### src/hdl/mexp_pkg.sv
// ----------------------------------------------------------------------------
// mexp_pkg
// Shared field widths and sequencer state codes for the modular
// exponentiation block.
// ----------------------------------------------------------------------------
package mexp_pkg;

    localparam int BASE_BITS = 16;
    localparam int RES_BITS  = 16;

    typedef enum logic [3:0] {
        ST_IDLE   = 4'b0001,
        ST_REDUCE = 4'b0010,
        ST_STEP   = 4'b0100,
        ST_FINISH = 4'b1000
    } mexp_state_t;

endpackage

### src/hdl/mexp_in_if.sv
// ----------------------------------------------------------------------------
// mexp_in_if
// Request channel: base, exponent and modulus with a valid/ready handshake.
// ----------------------------------------------------------------------------
interface mexp_in_if
    import mexp_pkg::*;
#(
    parameter int EXP_BITS = 22,
    parameter int MOD_BITS = 16
)
();
    logic                 valid;
    logic                 ready;
    logic [BASE_BITS-1:0] base;
    logic [EXP_BITS-1:0]  exponent;
    logic [MOD_BITS-1:0]  modulus;

    modport source
    (
        output valid,
        output base,
        output exponent,
        output modulus,
        input  ready
    );

    modport sink
    (
        input  valid,
        input  base,
        input  exponent,
        input  modulus,
        output ready
    );
endinterface

### src/hdl/mexp_out_if.sv
// ----------------------------------------------------------------------------
// mexp_out_if
// Response channel: power result and error flag with a valid/ready handshake.
// ----------------------------------------------------------------------------
interface mexp_out_if
    import mexp_pkg::*;
();
    logic                valid;
    logic                ready;
    logic [RES_BITS-1:0] power_result;
    logic                error;

    modport source
    (
        output valid,
        output power_result,
        output error,
        input  ready
    );

    modport sink
    (
        input  valid,
        input  power_result,
        input  error,
        output ready
    );
endinterface

### src/hdl/mexp_modmul.sv
// ----------------------------------------------------------------------------
// mexp_modmul
// Bit-serial interleaved modular multiplier: product = (a * b) mod m, taking
// one bit of b per cycle, most significant bit first. Requires a <= m, m > 0.
// ----------------------------------------------------------------------------
module mexp_modmul
    import mexp_pkg::*;
#(
    parameter int MOD_BITS = 16,
    parameter int OP_BITS  = 16
)
(
    input  logic                clk,
    input  logic                rst_n,
    input  logic                start,
    input  logic [MOD_BITS-1:0] a,
    input  logic [OP_BITS-1:0]  b,
    input  logic [MOD_BITS-1:0] m,
    output logic                done,
    output logic [MOD_BITS-1:0] product
);

    localparam int CNT_BITS = (OP_BITS > 1) ? $clog2(OP_BITS) : 1;
    localparam int SUM_BITS = MOD_BITS + 2;
    localparam logic [CNT_BITS-1:0] LAST_STEP = CNT_BITS'(OP_BITS - 1);

    logic                busy_reg;
    logic                done_reg;
    logic [CNT_BITS-1:0] cnt_reg;
    logic [CNT_BITS-1:0] cnt_next;
    logic [MOD_BITS-1:0] a_reg;
    logic [OP_BITS-1:0]  b_reg;
    logic [MOD_BITS-1:0] r_reg;
    logic [MOD_BITS-1:0] r_next;

    logic [SUM_BITS-1:0] m_ext;
    logic [SUM_BITS-1:0] sum1;
    logic [SUM_BITS-1:0] sum2;
    logic [SUM_BITS-1:0] sum3;

    // 2r + a stays below 3m: two conditional subtracts bring it back under m
    always_comb
    begin
        m_ext  = {2'b00, m};
        sum1   = {1'b0, r_reg, 1'b0} + (b_reg[OP_BITS-1] ? {2'b00, a_reg} : '0);
        sum2   = (sum1 >= m_ext) ? (sum1 - m_ext) : sum1;
        sum3   = (sum2 >= m_ext) ? (sum2 - m_ext) : sum2;
        r_next = sum3[MOD_BITS-1:0];
        cnt_next = cnt_reg + 1'b1;
    end

    always_ff @(posedge clk or negedge rst_n)
    begin
        if (!rst_n)
        begin
            busy_reg <= 1'b0;
            done_reg <= 1'b0;
            cnt_reg  <= '0;
        end
        else
        begin
            done_reg <= 1'b0;
            if (start)
            begin
                busy_reg <= 1'b1;
                cnt_reg  <= '0;
            end
            else if (busy_reg)
            begin
                cnt_reg <= cnt_next;
                if (cnt_reg == LAST_STEP)
                begin
                    busy_reg <= 1'b0;
                    done_reg <= 1'b1;
                end
            end
        end
    end

    always_ff @(posedge clk)
    begin
        if (start)
        begin
            a_reg <= a;
            b_reg <= b;
            r_reg <= '0;
        end
        else if (busy_reg)
        begin
            b_reg <= {b_reg[OP_BITS-2:0], 1'b0};
            r_reg <= r_next;
        end
    end

    assign done    = done_reg;
    assign product = r_reg;

endmodule

### src/hdl/modular_exponentiation_top.sv
// ----------------------------------------------------------------------------
// modular_exponentiation_top
// Right-to-left square-and-multiply modular exponentiation over two
// bit-serial modular multipliers.
// ----------------------------------------------------------------------------
// One request gives one response: base ** exponent mod modulus. A zero
// modulus gives error = 1 and a result of 0; a zero exponent gives 1 (not
// reduced). Otherwise the base is first reduced, then each exponent bit up
// to the highest set one takes one pass of the square and multiply units,
// which run side by side, one multiplier bit per cycle. The block handles
// one request at a time; a finished response waits in an output register,
// so the next request may be taken while it is still unread.
// ----------------------------------------------------------------------------
module modular_exponentiation_top
    import mexp_pkg::*;
#(
    parameter int EXP_BITS = 22,
    parameter int MOD_BITS = 16
)
(
    input  logic       clk,
    input  logic       rst_n,
    mexp_in_if.sink    request,
    mexp_out_if.source response
);

    localparam int OP_BITS = (MOD_BITS > BASE_BITS) ? MOD_BITS : BASE_BITS;

    mexp_state_t          state_reg;
    mexp_state_t          state_next;
    logic                 out_valid_reg;
    logic [RES_BITS-1:0]  out_result_reg;
    logic                 out_error_reg;
    logic [RES_BITS-1:0]  pend_result_reg;
    logic                 pend_error_reg;
    logic [EXP_BITS-1:0]  exp_reg;
    logic [EXP_BITS-1:0]  exp_next;
    logic [MOD_BITS-1:0]  mod_reg;
    logic [MOD_BITS-1:0]  acc_reg;
    logic [MOD_BITS-1:0]  acc_next;
    logic [MOD_BITS-1:0]  sq_reg;

    logic                 req_accept;
    logic                 out_load;
    logic                 mul_start;
    logic [MOD_BITS-1:0]  sq_a;
    logic [OP_BITS-1:0]   sq_b;
    logic                 sq_done;
    logic [MOD_BITS-1:0]  sq_product;
    logic                 mul_done;
    logic [MOD_BITS-1:0]  mul_product;
    logic                 step_done;

    assign request.ready = (state_reg == ST_IDLE);
    assign req_accept    = request.valid && request.ready;
    assign out_load      = (state_reg == ST_FINISH) && (!out_valid_reg || response.ready);
    assign exp_next      = exp_reg >> 1;
    assign acc_next      = exp_reg[0] ? mul_product : acc_reg;
    assign step_done     = sq_done && mul_done;

    // Start both units on acceptance when modulus and exponent are nonzero
    // (base reduction), after it, and after each bit step with set bits above.
    always_comb
    begin
        state_next = state_reg;
        mul_start  = 1'b0;
        sq_a       = sq_reg;
        sq_b       = OP_BITS'(sq_reg);
        unique case (state_reg)
            ST_IDLE:
            begin
                sq_a = MOD_BITS'(1);
                sq_b = OP_BITS'(request.base);
                if (req_accept)
                begin
                    if (request.modulus == '0 || request.exponent == '0)
                    begin
                        state_next = ST_FINISH;
                    end
                    else
                    begin
                        mul_start  = 1'b1;
                        state_next = ST_REDUCE;
                    end
                end
            end
            ST_REDUCE:
            begin
                sq_a = sq_product;
                sq_b = OP_BITS'(sq_product);
                if (sq_done)
                begin
                    mul_start  = 1'b1;
                    state_next = ST_STEP;
                end
            end
            ST_STEP:
            begin
                sq_a = sq_product;
                sq_b = OP_BITS'(sq_product);
                if (step_done)
                begin
                    if (exp_next == '0)
                    begin
                        state_next = ST_FINISH;
                    end
                    else
                    begin
                        mul_start = 1'b1;
                    end
                end
            end
            ST_FINISH:
            begin
                if (out_load)
                begin
                    state_next = ST_IDLE;
                end
            end
            default:
            begin
                state_next = ST_IDLE;
            end
        endcase
    end

    always_ff @(posedge clk or negedge rst_n)
    begin
        if (!rst_n)
        begin
            state_reg     <= ST_IDLE;
            out_valid_reg <= 1'b0;
        end
        else
        begin
            state_reg <= state_next;
            if (out_load)
            begin
                out_valid_reg <= 1'b1;
            end
            else if (response.ready)
            begin
                out_valid_reg <= 1'b0;
            end
        end
    end

    always_ff @(posedge clk)
    begin
        if (req_accept)
        begin
            exp_reg         <= request.exponent;
            mod_reg         <= request.modulus;
            acc_reg         <= MOD_BITS'(1);
            pend_error_reg  <= (request.modulus == '0);
            pend_result_reg <= (request.modulus == '0) ? '0 : RES_BITS'(1);
        end
        if (state_reg == ST_REDUCE && sq_done)
        begin
            sq_reg <= sq_product;
        end
        if (state_reg == ST_STEP && step_done)
        begin
            sq_reg          <= sq_product;
            acc_reg         <= acc_next;
            exp_reg         <= exp_next;
            pend_result_reg <= RES_BITS'(acc_next);
        end
        if (out_load)
        begin
            out_result_reg <= pend_result_reg;
            out_error_reg  <= pend_error_reg;
        end
    end

    // Squaring unit; also reduces the base as 1 * base mod m
    mexp_modmul #(
        .MOD_BITS (MOD_BITS),
        .OP_BITS  (OP_BITS)
    ) u_square (
        .clk     (clk),
        .rst_n   (rst_n),
        .start   (mul_start),
        .a       (sq_a),
        .b       (sq_b),
        .m       ((state_reg == ST_IDLE) ? request.modulus : mod_reg),
        .done    (sq_done),
        .product (sq_product)
    );

    // Multiply unit: acc * sq, kept only when the current exponent bit is set
    mexp_modmul #(
        .MOD_BITS (MOD_BITS),
        .OP_BITS  (OP_BITS)
    ) u_multiply (
        .clk     (clk),
        .rst_n   (rst_n),
        .start   (mul_start),
        .a       (sq_a),
        .b       (OP_BITS'((state_reg == ST_STEP) ? acc_next : acc_reg)),
        .m       ((state_reg == ST_IDLE) ? request.modulus : mod_reg),
        .done    (mul_done),
        .product (mul_product)
    );

    assign response.valid        = out_valid_reg;
    assign response.power_result = out_result_reg;
    assign response.error        = out_error_reg;

endmodule

### src/flat_wrapper.sv
// flat-port wrapper written by rule: the top's interface ports become plain ports
module modular_exponentiation_top_flat import mexp_pkg::*;
#(
    parameter int EXP_BITS = 22,
    parameter int MOD_BITS = 16
)
  (clk, rst_n, request_valid, request_base, request_exponent, request_modulus, request_ready, response_valid, response_power_result, response_error, response_ready);
  mexp_in_if #(.EXP_BITS(EXP_BITS), .MOD_BITS(MOD_BITS)) request_i ();
  mexp_out_if response_i ();
  input  logic clk;
  input  logic rst_n;
  input wire logic [$bits(request_i.valid)-1:0] request_valid;
  input wire logic [$bits(request_i.base)-1:0] request_base;
  input wire logic [$bits(request_i.exponent)-1:0] request_exponent;
  input wire logic [$bits(request_i.modulus)-1:0] request_modulus;
  output wire logic [$bits(request_i.ready)-1:0] request_ready;
  output wire logic [$bits(response_i.valid)-1:0] response_valid;
  output wire logic [$bits(response_i.power_result)-1:0] response_power_result;
  output wire logic [$bits(response_i.error)-1:0] response_error;
  input wire logic [$bits(response_i.ready)-1:0] response_ready;
  assign request_i.valid = request_valid;
  assign request_i.base = request_base;
  assign request_i.exponent = request_exponent;
  assign request_i.modulus = request_modulus;
  assign request_ready = request_i.ready;
  assign response_valid = response_i.valid;
  assign response_power_result = response_i.power_result;
  assign response_error = response_i.error;
  assign response_i.ready = response_ready;
  modular_exponentiation_top #(.EXP_BITS(EXP_BITS), .MOD_BITS(MOD_BITS)) u_core (.clk(clk), .rst_n(rst_n), .request(request_i), .response(response_i));
endmodule
### config.mk
export PLATFORM = sky130hd
export DESIGN_NAME = modular_exponentiation_top_flat
export DESIGN_NICKNAME = d
export VERILOG_FILES = /design/src/hdl/mexp_pkg.sv /design/src/hdl/mexp_in_if.sv /design/src/hdl/mexp_out_if.sv /design/src/hdl/mexp_modmul.sv /design/src/hdl/modular_exponentiation_top.sv /design/src/flat_wrapper.sv
export SDC_FILE = /design/constraint.sdc
export NUM_CORES = 1
export LEC_CHECK = 0
export ABC_AREA = 1
export BUFFER_PORTS_ARGS = -buffer_cell sky130_fd_sc_hd__buf_2
export CELL_PAD_IN_SITES_DETAIL_PLACEMENT = 1
export CELL_PAD_IN_SITES_GLOBAL_PLACEMENT = 1
export CORE_MARGIN = 1
export CORE_UTILIZATION = 25
export DETAILED_ROUTE_END_ITERATION = 12
export PLACE_DENSITY_LB_ADDON = 0.1
export SLEW_MARGIN = 0
export SYNTH_ARGS = -nofsm -noshare
export SYNTH_HDL_FRONTEND = slang
export SYNTH_SLANG_ARGS = --single-unit
### constraint.sdc
create_clock -name clk -period 11.64 [get_ports clk]
set_clock_uncertainty 0.05 [all_clocks]
set_input_delay 0.582 -clock clk [delete_from_list [all_inputs] [get_ports clk]]
set_output_delay 0.582 -clock clk [all_outputs]
set_load 0.02 [all_outputs]
* After elaboration in Yosys (flattened, before gate mapping) *
Index checks and enable logic that the tools add are counted.

cells by class
  reduce and logical (&&, ||, !) cells = 18
  shifts and indexed selects = 0
  multipliers = 0
  add/sub/neg operators = 8
  bitwise gates (word level) = 0
  multiplexer cells = 55
  equality and inequality tests = 11
  $lt $le $gt $ge = 4
  div/mod/pow operators = 0

operators with widths
  kind                                                    count
  2-to-1 mux 16 bit                                       17
  greater-or-equal comparator 18 x 16 -> 1 bit            4
  one-hot mux 16 bit (2 select lines)                     2
  logical NOT 22 bit                                      2
  2-to-1 mux 21 bit                                       2
  2-to-1 mux 4 bit                                        10
  adder 17 x 18 -> 18 bit                                 2
  2-to-1 mux 18 bit                                       2
  subtractor 18 x 16 -> 18 bit                            2
  subtractor 16 bit                                       2
  2-to-1 mux 1 bit                                        20
  logical NOT 16 bit                                      1
  one-hot mux 4 bit (4 select lines)                      1
  equality test 4 bit (second input constant)             3
  nonzero test 2 bit                                      5
  adder 4 x 1 -> 4 bit (second input constant)            2
  inequality test 2 x 1 -> 1 bit (second input constant)  3
  logical AND 1 bit                                       5
  AND reduction 5 bit                                     1
  equality test 4 x 1 -> 1 bit (second input constant)    1
  equality test 4 x 2 -> 1 bit (second input constant)    1
  equality test 4 x 3 -> 1 bit (second input constant)    1
  inequality test 2 bit (second input constant)           2
  one-hot mux 1 bit (3 select lines)                      1
  3 further kinds                                         4

storage, ports and cells
  memories = 0
  input bits = 58
  memory bits (writable) = 0
  memory bits (read-only) = 0
  latch bits = 0
  bits in registers = 201

* Logic depth before layout (Yosys ltp) *
Gate-level depths: netlist of the first run.

  depth in word-level cells = 6
  gate-level depth with buffers = 47

* Modules after synthesis *
From an unflattened synthesis of the first run, not the netlist that was laid out.

second synthesis, totals
  cells, all modules = 1,912
  area, all modules = 14,456.4 µm²

modules (own cells, without submodules)
  module                      instances  sequential area each (µm²)  cells each  area an instance (µm²)
  mexp_modmul                 2          1,431.4                     726         4,976.0
  modular_exponentiation_top  1          2,788.9                     460         4,504.3

* Worst setup path before layout of the first run *
Ideal clock, no wire load.

  path kind = reg2reg
  start = register u_core.u_square.b_reg[15]
  end = register u_core.u_square.r_reg[8], in the netlist u_core.u_square.product[8]
  stages on the path, launching flop included = 41
  path slack = 6,015 ps
  data required time = 11,477 ps
  data arrival time = 5,462 ps
  period minus slack after synthesis = 5,625 ps
  cell sequence = edfxtp_1 > clkbuf_1 > clkbuf_1 > nand2_1 > inv_1 > ha_1 > inv_1 > fa_1 > nand3b_1 > nand2_1 > nand2_1 > nand2_1 > a31oi_1 > xor2_1 > inv_1 > ha_1 > a21oi_1 > o21ai_0 > [... 5 more ...] > buf_6 > nand2_1 > nand2_1 > ha_1 > fa_1 > nor2_1 > nor3_2 > o21ai_1 > nand3_1 > nand2_1 > nand3_1 > nand3_1 > a21oi_4 > nand2_4 > buf_6 > nand2_1 > nand3_1 > nand2_1

on the way
  longest elaborated chain between the ends = 6
  elaborated cells between the ends (all ways) = 8

ends and longest elaborated chain
  item                                                                                                 RTL line           source
  start, declared                                                                                      mexp_modmul.sv:32  logic [OP_BITS-1:0] b_reg;
  start signal, assigned                                                                               mexp_modmul.sv:90  b_reg <= {b_reg[OP_BITS-2:0], 1'b0};
  2-to-1 mux 16 bit (*)                                                                                mexp_modmul.sv:45  sum1 = {1'b0, r_reg, 1'b0} + (b_reg[OP_BITS-1] ? {2'b00, a_reg} : '0);
  adder 17 x 18 -> 18 bit (*)                                                                          mexp_modmul.sv:45
  subtractor 18 x 16 -> 18 bit / greater-or-equal comparator 18 x 16 -> 1 bit (equally long branches)  mexp_modmul.sv:46  sum2 = (sum1 >= m_ext) ? (sum1 - m_ext) : sum1;
  2-to-1 mux 18 bit (*)                                                                                mexp_modmul.sv:46
  subtractor 16 bit / greater-or-equal comparator 18 x 16 -> 1 bit (equally long branches)             mexp_modmul.sv:47  sum3 = (sum2 >= m_ext) ? (sum2 - m_ext) : sum2;
  2-to-1 mux 16 bit (*)                                                                                mexp_modmul.sv:47
  end signal, assigned                                                                                 mexp_modmul.sv:91  r_reg <= r_next;
  end, declared                                                                                        mexp_modmul.sv:33  logic [MOD_BITS-1:0] r_reg;

Mark *: on every way between the ends. The rest lies on a longest branch, timed or not.
A chain may end at the register's enable or synchronous reset.

* Final worst setup path of the first run *
  start = register u_core.u_square.b_reg[15]
  end = register u_core.u_square.r_reg[11], in the netlist u_core.u_square.product[11]

Same word-level chain as after synthesis.

==> results of run 1 <==
==> placed cells by master, fill, tap and decap left out, drive strengths merged, types with 8 or more instances in the layout <==
cell and count:
ha 96, xor2 49, nor2 109, nand3 91
mux2i 15, nor4 17, buf 92, nand4 16
clkbuf 19, xnor2 30, a21oi 104, nand2 597
o21ai 82, dfrtp 16, o21bai 8, nor3 18
inv 206, dfxtp 33, o21a 15, edfxtp 136
mux2 13, a31oi 21
==> final timing paths <==
path	startpoint	end	slack [ps]
worst min-delay path	response_ready	u_core.response.valid	250
max in group asynchronous	rst_n	u_core.state_reg[0]	10650
worst min register to register	u_core.pend_error_reg	u_core.response.error	390
worst max register to register	u_core.u_square.b_reg[15]	u_core.u_square.product[11]	4670
min in group asynchronous	rst_n	u_core.u_multiply.cnt_reg[1]	530
worst max-delay path	u_core.u_square.b_reg[15]	u_core.u_square.product[11]	4670
==> cell families after synthesis <==
| family | Yosys count | share of synthesized area |
|---|---|---|
| AND/OR/NAND/NOR | 861 | 0.2685 |
| XOR/XNOR | 79 | 0.05102 |
| multiplexers | 28 | 0.02187 |
| flip-flops | 186 | 0.3813 |
| AO/OA/AOI/OAI | 251 | 0.1064 |
| buffers and inverters | 240 | 0.07344 |
| adder cells (fa/ha/maj) | 102 | 0.09744 |
==> stage by stage <==
step	std cells	area, µm²	util
5_1_grt	2520	15330	0.2889
3_3_place_gp	2487	14680	0.2767
2_1_floorplan	1747	13560	-
6_report	2520	15330	0.2889
4_1_cts	2520	15330	0.2889
3_5_place_dp	2487	14680	0.2767
==> layout make-up <==
class,count,share of cell area
tap,688,0.05614
inverter,200,0.04929
multi-input combinational,1321,0.4823
sequential,186,0.3372
clock buffer,19,0.02823
clock inverter,13,0.01346
timing repair buffer,93,0.03329
==> cells in the mapped netlist, types with 2 or more instances <==
cell type,n,area (µm²)
buf_4,6,45.04
buf_2,6,30.03
o21a_1,15,112.6
inv_4,2,12.51
a31oi_1,21,131.4
dfxtp_1,33,660.6
nand4_1,15,93.84
xor2_1,49,429.2
o21ai_0,70,350.3
nand3b_1,7,52.55
and3_1,2,12.51
nand3_2,2,20.02
a31o_2,2,17.52
nor4_1,17,106.4
clkbuf_1,19,71.32
nand2_4,5,56.30
o21ai_2,7,61.31
o21ai_1,5,25.02
nand3_1,89,445.4
mux2_2,13,146.4
nor3_4,2,32.53
buf_6,8,90.09
a21o_1,6,45.04
nor2_1,103,386.6
inv_2,9,33.78
xnor2_1,30,262.8
or2_2,3,18.77
nor3_1,15,75.07
a21oi_1,102,510.5
o21bai_1,7,52.55
dfrtp_1,16,400.4
nand2_2,10,62.56
a21boi_0,4,30.03
mux2i_1,15,150.1
nor2_2,4,25.02
edfxtp_1,136,4084
ha_1,96,1201
nand2_1,582,2185
inv_1,189,709.4
o211ai_1,5,37.54
fa_1,6,120.1
==> routing by layer <==
metal	up-vias	track usage	part of all wire
li1	5954	-	-
met1	5596	0.2173	0.47
met2	110	0.2908	0.48
met3	48	0.03466	0.034
met4	0	0.05084	0.020
met5	-	0	0
==> worst max-delay path, delay by kind of cell (launching register included) <==
family                   cells  cell delay (ps)
AND/OR/NAND/NOR             14             1760
buffers and inverters        4              270
flip-flops                   1              660
XOR/XNOR                     1              200
AO/OA/AOI/OAI               10             2720
adder cells (fa/ha/maj)      4             1180
==> what timing repair did <==
item,CTS,global route
hold buffers,1,0
hold endpoints to repair,16,0
endpoints found under the setup margin,0,0
==> impl_metrics.ini, run 1 <==
[run_status]
status = complete, no violations

[sta]
slew_violations = 0
rsz0062_at_grt = false
setup_viol = 0
worstMarginPinSlew_ps = 1178
finalSetupTns_ps = 0
holdWs_ps = 247.3
max_freq_ghz = 0.1434
period_share = 0.5990
hold_viol = 0
setup_ws_ps = 4668
period_minus_slack_ps = 6972
max_slew_margin = 0.1923

[clocking]
insertion_delay_ps = 490
clk_pin_slew_worst_paths_ps = 70
htree_levels = 4
cts_tree = done
numCtsBuffers = 17
cts_resized = 0
cts-root-buf = clkbuf_16
cts_sinks = 186
postCtsSetupRepairBufs = 0
cts_buffer_depth = 2

[yosys]
syn_avg_cell_area_um2 = 7.762
ys_async_sr_fraction = 0.09140
yosysSeqAreaShare = 0.3813
ys_ff_latch = 186
syn_nets = 1907
synthCells = 1747
ys_types = 55
synth_top_flop_cell = edfxtp_1
netlist_area_mm2 = 0.01356
synth_edf_count = 136
ys_warn_count = 0

[layout]
areaGrowthSynthToFinish_pct = 13.07
largest_reg_flops = 22
layout-drive-gt1-share = 0.1037
fin_nets = 1979
n_fill_cell = 6424
multiInputGateArea_mm2 = 0.007396
register_area_mm2 = 0.005171
diodes = 0

[placement]
pre_cts_ws_ps = 4708
gp_congestion = 0.8260
hpwl_mm = 36.85
portBuffers = 76

[worst_setup_path]
critPathMaxStageDelay_ps = 660
endpoint_kind = flop
cp_common_cell = nand2_1
required_ps = 11970
cp.arrival_ps = 7300
reg2regPathDepth = 33
crit_fanout = 32
cp_slowest_cell = edfxtp_1
criticalPathCategory = flop to flop
startpoint_type = flop

[routing]
vias = 11708
ant_nets = 0
drt_iter0_drc = 547
drc = 0
wl_mm = 45.62
avgViaCountPerCell = 4.646
drt_pass1_iterations = 4
wire_per_inst_um = 18.10

[grt]
track_usage = 0.1711
grt-ovfl-total = 0
grt_max_degree = 58
grt_antenna_before_repair = 1
grt_pass1_wl_mm = 71.99
grt_pass1_vias = 12268

[floorplan]
io_pins = 77
rows = 84
die_w_um = 234.9
die_area_mm2 = 0.05518
coreArea_mm2 = 0.05308
start_util = 0.2555
die_y_um = 234.9

[job]
drv_cap = 0

[hold_path]
hp-class = primary input to flop
hold_depth = 2
Power of run 1 is left out: the tool's default activity adds up to more than one toggle a clock period on the data nets, which glitch-free logic cannot reach.
==> run 2: changes to the inputs <==
==> constraint.sdc (replaced) <==
create_clock -name clk -period 5.6 [get_ports clk]
set_clock_uncertainty 0.05 [all_clocks]
set_input_delay 0.28 -clock clk [delete_from_list [all_inputs] [get_ports clk]]
set_output_delay 0.28 -clock clk [all_outputs]
set_load 0.02 [all_outputs]
==> run 2 against run 1 <==
Fmax up 29%. Design area up 27%. Sequential share of layout area down 7.1 points. Routed wire length up 12%. Flip-flop and latch count unchanged.
==> impl_metrics.ini, run 2 (same netlist as run 1, synthesis figures left out) <==
[run_status]
status = complete, no violations

[sta]
rsz0062_at_grt = true
max_freq_ghz = 0.1857
slew_violations = 0
period_minus_slack_ps = 5384
setup_viol = 0
hold_viol = 0
period_share = 0.9615
worstMarginPinSlew_ps = 932.4
max_slew_margin = 0.3777

[floorplan]
die_area_mm2 = 0.05518
rows = 84
die_w_um = 234.9
io_pins = 77
die_y_um = 234.9
coreArea_mm2 = 0.05308
start_util = 0.2555

[layout]
diodes = 0
layout-drive-gt1-share = 0.3396
n_fill_cell = 6327
stdcell_count = 2861
largest_reg_flops = 22
fin_nets = 2320
layout_commonest_cell = nand2_1
layout_common_cells = nand2_1, buf_4, inv_1
areaGrowthSynthToFinish_pct = 43.35

[grt]
grt_max_degree = 39
grt-ovfl-total = 0
track_usage = 0.1826
grt_antenna_before_repair = 1
grt_pass1_wl_mm = 77.36
grt_pass1_vias = 13587

[placement]
dp.cells = 2755
portBuffers = 76
hpwl_mm = 39.61
gp_congestion = 0.8166

[routing]
vias = 13121
wire_per_inst_um = 17.94
avgViaCountPerCell = 4.586
drt_pass1_iterations = 4
wl_mm = 51.32
drt_iter0_drc = 533
ant_nets = 0
drc = 0

[clocking]
cts_tree = done
cts_sinks = 186
numCtsBuffers = 17
clk_pin_slew_worst_paths_ps = 80
htree_levels = 4
cts_buffer_depth = 2
insertion_delay_ps = 480
cts-root-buf = clkbuf_16

[worst_setup_path]
cp.arrival_ps = 5710
crit_fanout = 8
required_ps = 5930
criticalPathCategory = flop to flop
cp_slowest_cell = edfxtp_1
endpoint_kind = flop
startpoint_type = flop
path_buf_inv = 10
critPathMaxStageDelay_ps = 450
crit_family = simple AND/OR/NAND/NOR gates

[job]
drv_cap = 0

[hold_path]
hp-class = primary input to flop
run 2: changes by cell type in the layout (fill, tap and decap cells not counted), sizes merged:
| cell | previous run | this run |
|---|---|---|
| buf | 92 | 403 |
| nand2 | 597 | 599 |
| nor2 | 109 | 110 |
| dlygate4sd3 | 1 | 26 |
| bufinv | 4 | 0 |
| inv | 206 | 207 |
| clkinv | 2 | 7 |
| clkbuf | 19 | 18 |
| nand4 | 16 | 17 |
run 2: routing by layer:
metal  global-route usage  share of wire  up-vias
li1                     -              -     6640
met5                    0              0        -
met1               0.2373           0.47     6366
met3              0.02714          0.019       32
met4              0.04147          0.013        0
met2               0.3171           0.49       83
run 2: worst register-to-register path, delay by kind of cell, from the launching register on:
family | cells | cell delay [ps]
flip-flops | 1 | 450
AO/OA/AOI/OAI | 7 | 940
AND/OR/NAND/NOR | 17 | 1720
XOR/XNOR | 1 | 150
adder cells (fa/ha/maj) | 3 | 760
buffers and inverters | 10 | 1190
run 2: stage by stage:
| step | util | hold WS [ps] | worst slack (ps) | area (µm²) | setup TNS [ps] |
|---|---|---|---|---|---|
| 3_5_place_dp | 0.3153 | 207.6 | -248.2 | 16730 | -6146 |
| 2_1_floorplan | - | -65.59 | 62.63 | 13560 | 0 |
| 5_1_grt | 0.3662 | 37.11 | -172.6 | 19440 | -3817 |
| 3_3_place_gp | 0.3153 | 205.5 | -242.2 | 16730 | -3823 |
| 6_report | 0.3662 | 47.69 | 215.9 | 19440 | 0 |
| 4_1_cts | 0.3376 | 0.5646 | 2.429 | 17920 | 0 |
run 2: final cells by class:
class                      count  area [µm²]  share of cell area
sequential                   186        5171              0.2660
inverter                     200       760.7             0.03914
tap                          688       860.8             0.04428
clock buffer                  17       425.4             0.02188
timing repair buffer         430        3263              0.1679
clock inverter                15       170.2            0.008754
multi-input combinational   1325        8787              0.4520
run 2: worst paths after layout:
check	start	endpoint	slack, ps	depth (start not counted)
max in group asynchronous	rst_n	u_core.state_reg[0]	4940	2
min in group asynchronous	rst_n	u_core.response.valid	220	2
hold reg to reg	u_core.pend_error_reg	u_core.response.error	370	0
hold / removal	request_exponent[4]	u_core.exp_reg[4]	50	3
setup / recovery	u_core.u_square.b_reg[15]	u_core.u_square.product[15]	220	38
setup reg to reg	u_core.u_square.b_reg[15]	u_core.u_square.product[15]	220	38
run 2: repair_timing:
item | in CTS | in global routing
pin swaps | 14 | 108
resized for setup | 42 | 265
setup endpoints to repair | 32 | 32
buffers inserted | 12 | 30
hold buffers | 26 | 0
endpoints found under the hold margin | 42 | 0
cloned | 2 | 4
Power of run 2 is left out for the same reason.
